<file path="src/rtl/core/assert_macros.svh">
// Assertion macros shared by the RTL of the route table block.
// Has no dependencies; files that assert include it by name.
`ifndef ASSERT_MACROS_SVH
`define ASSERT_MACROS_SVH

// The property must hold at every clock edge outside reset.
`define ASSERT_ALWAYS(label, clk, rst, prop, msg) \
   label: assert property (@(posedge clk) disable iff (rst) (prop)) else $error(msg);

// When the antecedent holds, the consequent must hold in the same cycle.
`define ASSERT_IMPLIES(label, clk, rst, ante, cons, msg) \
   label: assert property (@(posedge clk) disable iff (rst) (ante) |-> (cons)) else $error(msg);

`endif

</file>
<file path="src/rtl/core/mrt_pkg.sv">
// Shared types, operation and status codes for the MAC route table block.
// Has no dependencies; used by every module of the block but mrt_ram.
package mrt_pkg;

   localparam int MAC_W          = 48;
   localparam int TUN_W          = 6;
   localparam int TUNNEL_IDS     = 64;
   localparam int TIME_W         = 32;
   localparam int INTERVAL_W     = 24;
   localparam int OP_W           = 4;
   localparam int STATUS_W       = 2;
   localparam int CNT_W          = 9;
   localparam int QUEUE_DEPTH    = 2;
   localparam int ADJ_ENTRIES_DEF   = 64;
   localparam int ROUTE_ENTRIES_DEF = 256;

   localparam logic [INTERVAL_W-1:0] INTERVAL_RESET = 24'd120000;
   localparam logic [CNT_W-1:0]      CNT_MAX        = 9'd511;

   localparam logic [OP_W-1:0] OP_ADD        = 4'd0;
   localparam logic [OP_W-1:0] OP_REMOVE     = 4'd1;
   localparam logic [OP_W-1:0] OP_UPDATE     = 4'd2;
   localparam logic [OP_W-1:0] OP_GET_ROUTE  = 4'd3;
   localparam logic [OP_W-1:0] OP_GET_TUNNEL = 4'd4;
   localparam logic [OP_W-1:0] OP_IS_ADJ     = 4'd5;
   localparam logic [OP_W-1:0] OP_EXISTS     = 4'd6;
   localparam logic [OP_W-1:0] OP_TICK       = 4'd7;
   localparam logic [OP_W-1:0] OP_SCAVENGE   = 4'd8;

   localparam logic [STATUS_W-1:0] ST_OK        = 2'd0;
   localparam logic [STATUS_W-1:0] ST_NOT_FOUND = 2'd1;
   localparam logic [STATUS_W-1:0] ST_INVALID   = 2'd2;
   localparam logic [STATUS_W-1:0] ST_FULL      = 2'd3;

   typedef struct packed {
      logic [OP_W-1:0]  op;
      logic [MAC_W-1:0] mac;
      logic [MAC_W-1:0] via;
      logic [TUN_W-1:0] tun;
      logic             adj_scan;
      logic             route_scan;
   } item_type;

endpackage

</file>
<file path="src/rtl/core/mrt_front.sv">
// Front end: takes request transfers, classifies the operation and queues it.
// Depends on mrt_pkg.
module mrt_front (
   input  logic                      clock,
   input  logic                      reset,
   input  logic                      req_valid,
   output logic                      req_stall,
   input  logic [mrt_pkg::OP_W-1:0]  req_operation,
   input  logic [mrt_pkg::MAC_W-1:0] req_peer_mac,
   input  logic [mrt_pkg::MAC_W-1:0] req_via_mac,
   input  logic [mrt_pkg::TUN_W-1:0] req_tunnel_id,
   output logic                      q_valid,
   output mrt_pkg::item_type         q_item,
   input  logic                      q_pop
);

   localparam int QW = $clog2(mrt_pkg::QUEUE_DEPTH);

   mrt_pkg::item_type slot_ff [mrt_pkg::QUEUE_DEPTH];
   mrt_pkg::item_type new_item;
   logic [QW-1:0]     wr_ptr_ff, wr_ptr_in, rd_ptr_ff, rd_ptr_in;
   logic [QW:0]       count_ff, count_in;
   logic              push;

   always_comb begin
      new_item.op  = req_operation;
      new_item.mac = req_peer_mac;
      new_item.via = req_via_mac;
      new_item.tun = req_tunnel_id;
      new_item.adj_scan = (req_operation == mrt_pkg::OP_ADD) ||
                          (req_operation == mrt_pkg::OP_REMOVE) ||
                          (req_operation == mrt_pkg::OP_UPDATE) ||
                          (req_operation == mrt_pkg::OP_GET_TUNNEL) ||
                          (req_operation == mrt_pkg::OP_IS_ADJ);
      new_item.route_scan = (req_operation == mrt_pkg::OP_GET_ROUTE) ||
                            (req_operation == mrt_pkg::OP_EXISTS) ||
                            (req_operation == mrt_pkg::OP_SCAVENGE);
   end

   assign req_stall = (count_ff == (QW+1)'(mrt_pkg::QUEUE_DEPTH));
   assign push      = req_valid && !req_stall;
   assign q_valid   = (count_ff != '0);
   assign q_item    = slot_ff[rd_ptr_ff];

   always_comb begin
      wr_ptr_in = wr_ptr_ff;
      rd_ptr_in = rd_ptr_ff;
      count_in  = count_ff;
      if (push) begin
         wr_ptr_in = wr_ptr_ff + 1'b1;
      end
      if (q_pop) begin
         rd_ptr_in = rd_ptr_ff + 1'b1;
      end
      if (push && !q_pop) begin
         count_in = count_ff + 1'b1;
      end else if (!push && q_pop) begin
         count_in = count_ff - 1'b1;
      end
   end

   always_ff @(posedge clock) begin
      if (reset) begin
         wr_ptr_ff <= '0;
         rd_ptr_ff <= '0;
         count_ff  <= '0;
      end else begin
         wr_ptr_ff <= wr_ptr_in;
         rd_ptr_ff <= rd_ptr_in;
         count_ff  <= count_in;
      end
   end

   always_ff @(posedge clock) begin
      if (push) begin
         slot_ff[wr_ptr_ff] <= new_item;
      end
   end

endmodule

</file>
<file path="config.mk">
export PLATFORM = sky130hd
export DESIGN_NAME = mrt_front
export DESIGN_NICKNAME = d
export VERILOG_FILES = /design/src/rtl/core/assert_macros.svh /design/src/rtl/core/mrt_pkg.sv /design/src/rtl/core/mrt_front.sv
export SDC_FILE = /design/constraint.sdc
export NUM_CORES = 1
export LEC_CHECK = 0
export ABC_CLOCK_PERIOD_IN_PS = 4560
export BUFFER_PORTS_ARGS = -buffer_cell sky130_fd_sc_hd__buf_2
export CORE_ASPECT_RATIO = 0.5
export CORE_UTILIZATION = 48
export DETAILED_ROUTE_END_ITERATION = 8
export MAX_ROUTING_LAYER = met4
export PLACE_DENSITY = 0.76
export SLEW_MARGIN = 20
export SYNTH_ARGS = -nofsm -noshare
export SYNTH_HDL_FRONTEND = slang
export SYNTH_SLANG_ARGS = --single-unit
</file>
<file path="constraint.sdc">
create_clock -name clock -period 4.56 [get_ports clock]
set_input_delay 0.228 -clock clock [delete_from_list [all_inputs] [get_ports clock]]
set_output_delay 0.228 -clock clock [all_outputs]
set_load 0.005 [all_outputs]
</file>
# Word level (Yosys, flattened, before mapping)
# Memories as Yosys holds them, arrays and structs flattened. A register that Yosys moved wholly into a read port is not among the register bits.
# Index checks and enable logic that the tools add are counted.
totals:
  ramBits: 216
  elab_cells: 37
  inputBits: 110
  out_inout_bits: 110
  mem_bits_ro: 0
  latchBits: 0
  regBits: 4
  n_memories: 1
classes:
  n_addsub: 4
  eq_ne: 8
  n_mul: 0
  mux: 6
  shifts: 0
  n_bitwise: 0
  reduce_logical: 15
  order_cmp: 0
  n_div: 0
mem_list:
  columns: ["name", "depth", "word_bits", "read_ports", "rd_clocked_by_memory_dff", "wr", "line", "rtl"]
  rows:
  - ["slot_ff", 2, 108, 1, 1, 1, "mrt_front.sv:19", "mrt_pkg::item_type slot_ff [mrt_pkg::QUEUE_DEPTH];"]
op_table:
  columns: ["op", "count"]
  rows:
  - ["4-bit by 3-bit == test with 1-bit output, second input constant", 3]
  - ["4-bit by 2-bit == test with 1-bit output, second input constant", 2]
  - ["1-bit logical OR", 6]
  - ["4-bit by 1-bit == test with 1-bit output, second input constant", 1]
  - ["4-bit == test, second input constant", 1]
  - ["4-bit logical NOT", 1]
  - ["1-bit two-way mux", 4]
  - ["2-bit two-way mux", 2]
  - ["2-bit nonzero test", 2]
  - ["1-bit logical AND", 3]
  - ["1-bit logical NOT", 3]
  - ["1-bit adder, second input constant", 2]
  - ["2-bit by 1-bit adder with 2-bit output, second input constant", 1]
  - ["2-bit == test, second input constant", 1]
  - ["2-bit by 1-bit subtractor with 2-bit output, second input constant", 1]

# Logic depth before layout (Yosys ltp)
depth:
  word_depth: 7
  depth_mapped: 6
  mapped_depth_nobuf: 6

# Least setup slack after synthesis
# No wires, ideal clock.
synth_path:
  path_kind: "flip-flop to flip-flop"
  start: "reg count_ff[0]"
  end: "mem slot_ff[1][0] (netlist name) (enable)"
  path_slack_ns: 0.987
  path_stages_with_launch: 4
  period_less_slack_ns: 3.573
  path_buffers: 0
  t_required_ns: 4.080
  arrival_ns: 3.093
  setup_time_ns: 0.480
  path_cell_list: "dfxtp_1 nor2b_1 nor2_1 and2_1"
synth_between:
  elab_chain_len: 5
synth_rtl:
  columns: ["element", "line", "rtl"]
  rows:
  - ["start, declared", "mrt_front.sv:22", "logic [QW:0] count_ff, count_in;"]
  - ["start signal, assigned", "mrt_front.sv:70", "count_ff <= count_in;"]
  - ["2-bit == test", "mrt_front.sv:40", "assign req_stall = (count_ff == (QW+1)'(mrt_pkg::QUEUE_DEPTH));"]
  - ["via req_stall", "mrt_front.sv:7", "output logic req_stall,"]
  - ["1-bit logical NOT", "mrt_front.sv:41", "assign push = req_valid && !req_stall;"]
  - ["1-bit logical AND", "mrt_front.sv:41", null]
  - ["1-bit two-way mux", "mrt_front.sv:75", "if (push) begin"]
  - ["1-bit two-way mux (not written as such)", "mrt_front.sv:76", "slot_ff[wr_ptr_ff] <= new_item;"]
  - ["end, declared", "mrt_front.sv:19", null]
# The timed path passes the listed nets, and every way through them passes these cells.

==> results.tsv <==
stage	metric	value	unit
global_route	first-pass GRT wire length	23.67	mm
synth	Synth area leaders	edfxtp_1 (80%), mux2_2 (12%), mux2_4 (3.7%)	
layout	fillers	1115	
power_and_ir_drop	VDD IR max	0.0002679	V
floorplanning	num ports	220	
drt	Initial DRT Pass Iterations	4	
synth	count of cell types in the netlist	20	
global_route	largest net degree at the start of global routing	78	
synth	synthesized cell area	8114	um^2
sta	Worst slew margin	31.83	%
sta	RSZ-0062 raised after global routing	no	
global_route	vias in the first global route	4628	
setup_path	critical path required time	4330	ps
sta	max-slew violation count	0	
flow_run	max cap viols	0	
synth	top cells by count, synth	edfxtp_1 (216), mux2_2 (88), mux2_4 (20)	
drt	Routed Antenna Nets	0	
synth	Mapped Cells	367	
drt	WL final	16.07	mm
cts	CTS tree	built	
floorplanning	site row count	33	
run_status	status	finished clean	
drt	vias per cell	4.749	
setup_path	CP Launch Type	register	
sta	Max Fclk	366.0	MHz
setup_path	crit path DAT	2500	ps
synth	most common cell in the netlist	edfxtp_1	
sta	Tmin final	2732	ps
synth	Synth top area share	79.94	%
cts	TritonCTS Buffers	19	
hold_path	hold depth	3	
floorplanning	DIE WIDTH	185.9	um
synth	#FFs+latches synth	221	
cts	PostCTS Resize Cnt	0	
power_and_ir_drop	pwr/cell area	422.3	nW/um^2
cts	CTS Hold Bufs	107	
floorplanning	die area	17460	um^2
cts	CTS clk-pin slew, worst paths	60	ps
cts	post-CTS setup buffers	0	
setup_path	Critical R2R Capture	slot_ff[0][22]	
sta	measured slew at the worst slew-check pin	1023	ps
cts	Sink Count	221	
drt	1st-iter DRT viols	204	
synth	Synth area leader	edfxtp_1	
setup_path	R2R Setup Slk	2180	ps
layout	ratio of cells with drive above 1 in the final layout	50.14	%
placement	placed cell area	9463	um^2
synth	Top FF cell, synth	edfxtp_1	
placement	placed wire-length estimate	9.680	mm
synth	syn_area_per_cell	22.11	um^2
setup_path	Crit Path Class	register to primary output	
global_route	gr usage total	18.61	%
hold_path	hold path startpoint	q_pop	
placement	Placer Congestion	0.7354	
cts	Max clock buf depth	3	
layout	multi-input logic area	1434	um^2
floorplanning	Core Region	16430	um^2
synth	sequential element share of the synthesized area	81.17	%
setup_path	worst reg2reg path depth	4	
layout	area grow syn2layout	36.73	%
power_and_ir_drop	Pleak	4.229	nW
sta	final hold viol count	0	
cts	Clock Latency Late Sink	480	ps
synth	Post-Syn Nets	478	
cts	# H-tree levels	1	
drt	DR WL/cell	16.95	um
hold_path	HP Class	input pin to register	
sta	period utilization	59.91	%
synth	Post-synth ARST share	0	%
cts	clock root cell	clkbuf_16	
drt	total number of vias	4502	
setup_path	CP max FO	72	
sta	clock skew	8.608	ps
sta	setup TNS	0	ps
layout	register area	6590	um^2
global_route	initial antenna violation count	1	
sta	Final setup viols	0	
synth	EDFF count, synth	216	
drt	Residual DRC	0	
setup_path	crit end category	primary output	
floorplanning	Initial Util	49.38	%
layout	post-route cell area	11090	um^2
placement	IO Port Bufs	219	
global_route	GR Overflow Total	0	
setup_path	r2r startpoint	count_ff[0]	
synth	Ys Warns	0	
layout	fin nets	819	
floorplanning	Die Span Y	93.94	um
## cells in the final DEF (no fill, tap or decap), types with 2 or more instances in the layout
master,instances
or3_1,2
buf_2,219
dfxtp_1,4
dlygate4sd3_1,107
inv_1,2
or2_2,2
a21oi_1,3
clkinv_1,4
edfxtp_1,216
clkbuf_16,19
mux2_4,20
xor2_1,2
clkbuf_1,6
buf_4,6
mux2_2,88
o21ai_0,3
nor2_1,4
clkinv_2,3
## metal layers
metal  GRT usage [%]  part of all wire, %  routed length (um)
met5               -                    0                   0
met4           5.533                  2.7                 434
met3           3.643                  3.9                 620
met2           33.99                   54                8700
met1           20.82                   39                6312
## power breakdown
part           switching [mW]  total, mW  leakage, nW  internal (mW)
clock network           0.665       1.49        0.273          0.825
registers              0.0715       2.54         2.06           2.47
logic                   0.302      0.657         1.90          0.355
## through the flow
| stage | hold slack (ps) | std cells | power [mW] | setup slack [ps] | util (%) |
|---|---|---|---|---|---|
| floorplan | 297.1 | 367 | 2.896 | 987.3 | - |
| global placement | 415.9 | 807 | 3.147 | 2168 | 57.58 |
| detailed placement | 419.2 | 807 | 3.173 | 2118 | 57.58 |
| CTS | 20.60 | 947 | 4.729 | 1759 | 67.50 |
| global route | 42.96 | 948 | 4.867 | 1666 | 67.51 |
| finish | 45.49 | 948 | 4.685 | 1828 | 67.51 |
## critical path, cell delays in order, from the launching register on
cell,delay (ps)
dfxtp_4,1010
buf_4,460
mux2_2,380
buf_2,130
## kinds of logic (layout without fill, tap and decap cells)
family,after synthesis,in the layout,share of synthesized area (%)
AOI/OAI and AO/OA,6,6,0.3700
xor gates and xnor gates,3,3,0.3239
adders and majority gates,1,1,0.1542
buffers and inverters,15,368,1.187
DFF,221,221,81.17
muxes,108,108,15.91
other,0,1,0
and+or+nand+nor,13,13,0.8790
## area by class of cell
class / count / area share (%)
Tap cell: 227 / 2.560
Clock inverter: 8 / 0.5413
Timing Repair Buffer: 332 / 19.94
Sequential cell: 221 / 59.40
Antenna cell: 1 / 0.02256
Clock buffer: 25 / 4.489
Inverter: 3 / 0.1241
Multi-Input combinational cell: 131 / 12.92
## how the worst max path moves through the flow
| stage | from | endpoint | slack (ps) |
|---|---|---|---|
| after floorplan | count_ff[0] | slot_ff[1][0] | 990 |
| after global placement | count_ff[0] | slot_ff[0][67] | 2170 |
| after detailed placement | count_ff[0] | slot_ff[0][76] | 2120 |
| after CTS | register | q_item[64] | 1760 |
| after global routing | register | q_item[64] | 1670 |
| final | register | q_item[64] | 1830 |
## sequential cells by signal, summed over array words and instances, names as in the netlist, named ones only
register and cells:
count_ff 2, slot_ff 216, wr_ptr_ff 1, rd_ptr_ff 1
Note: power is estimated with default switching activity, not from simulation.
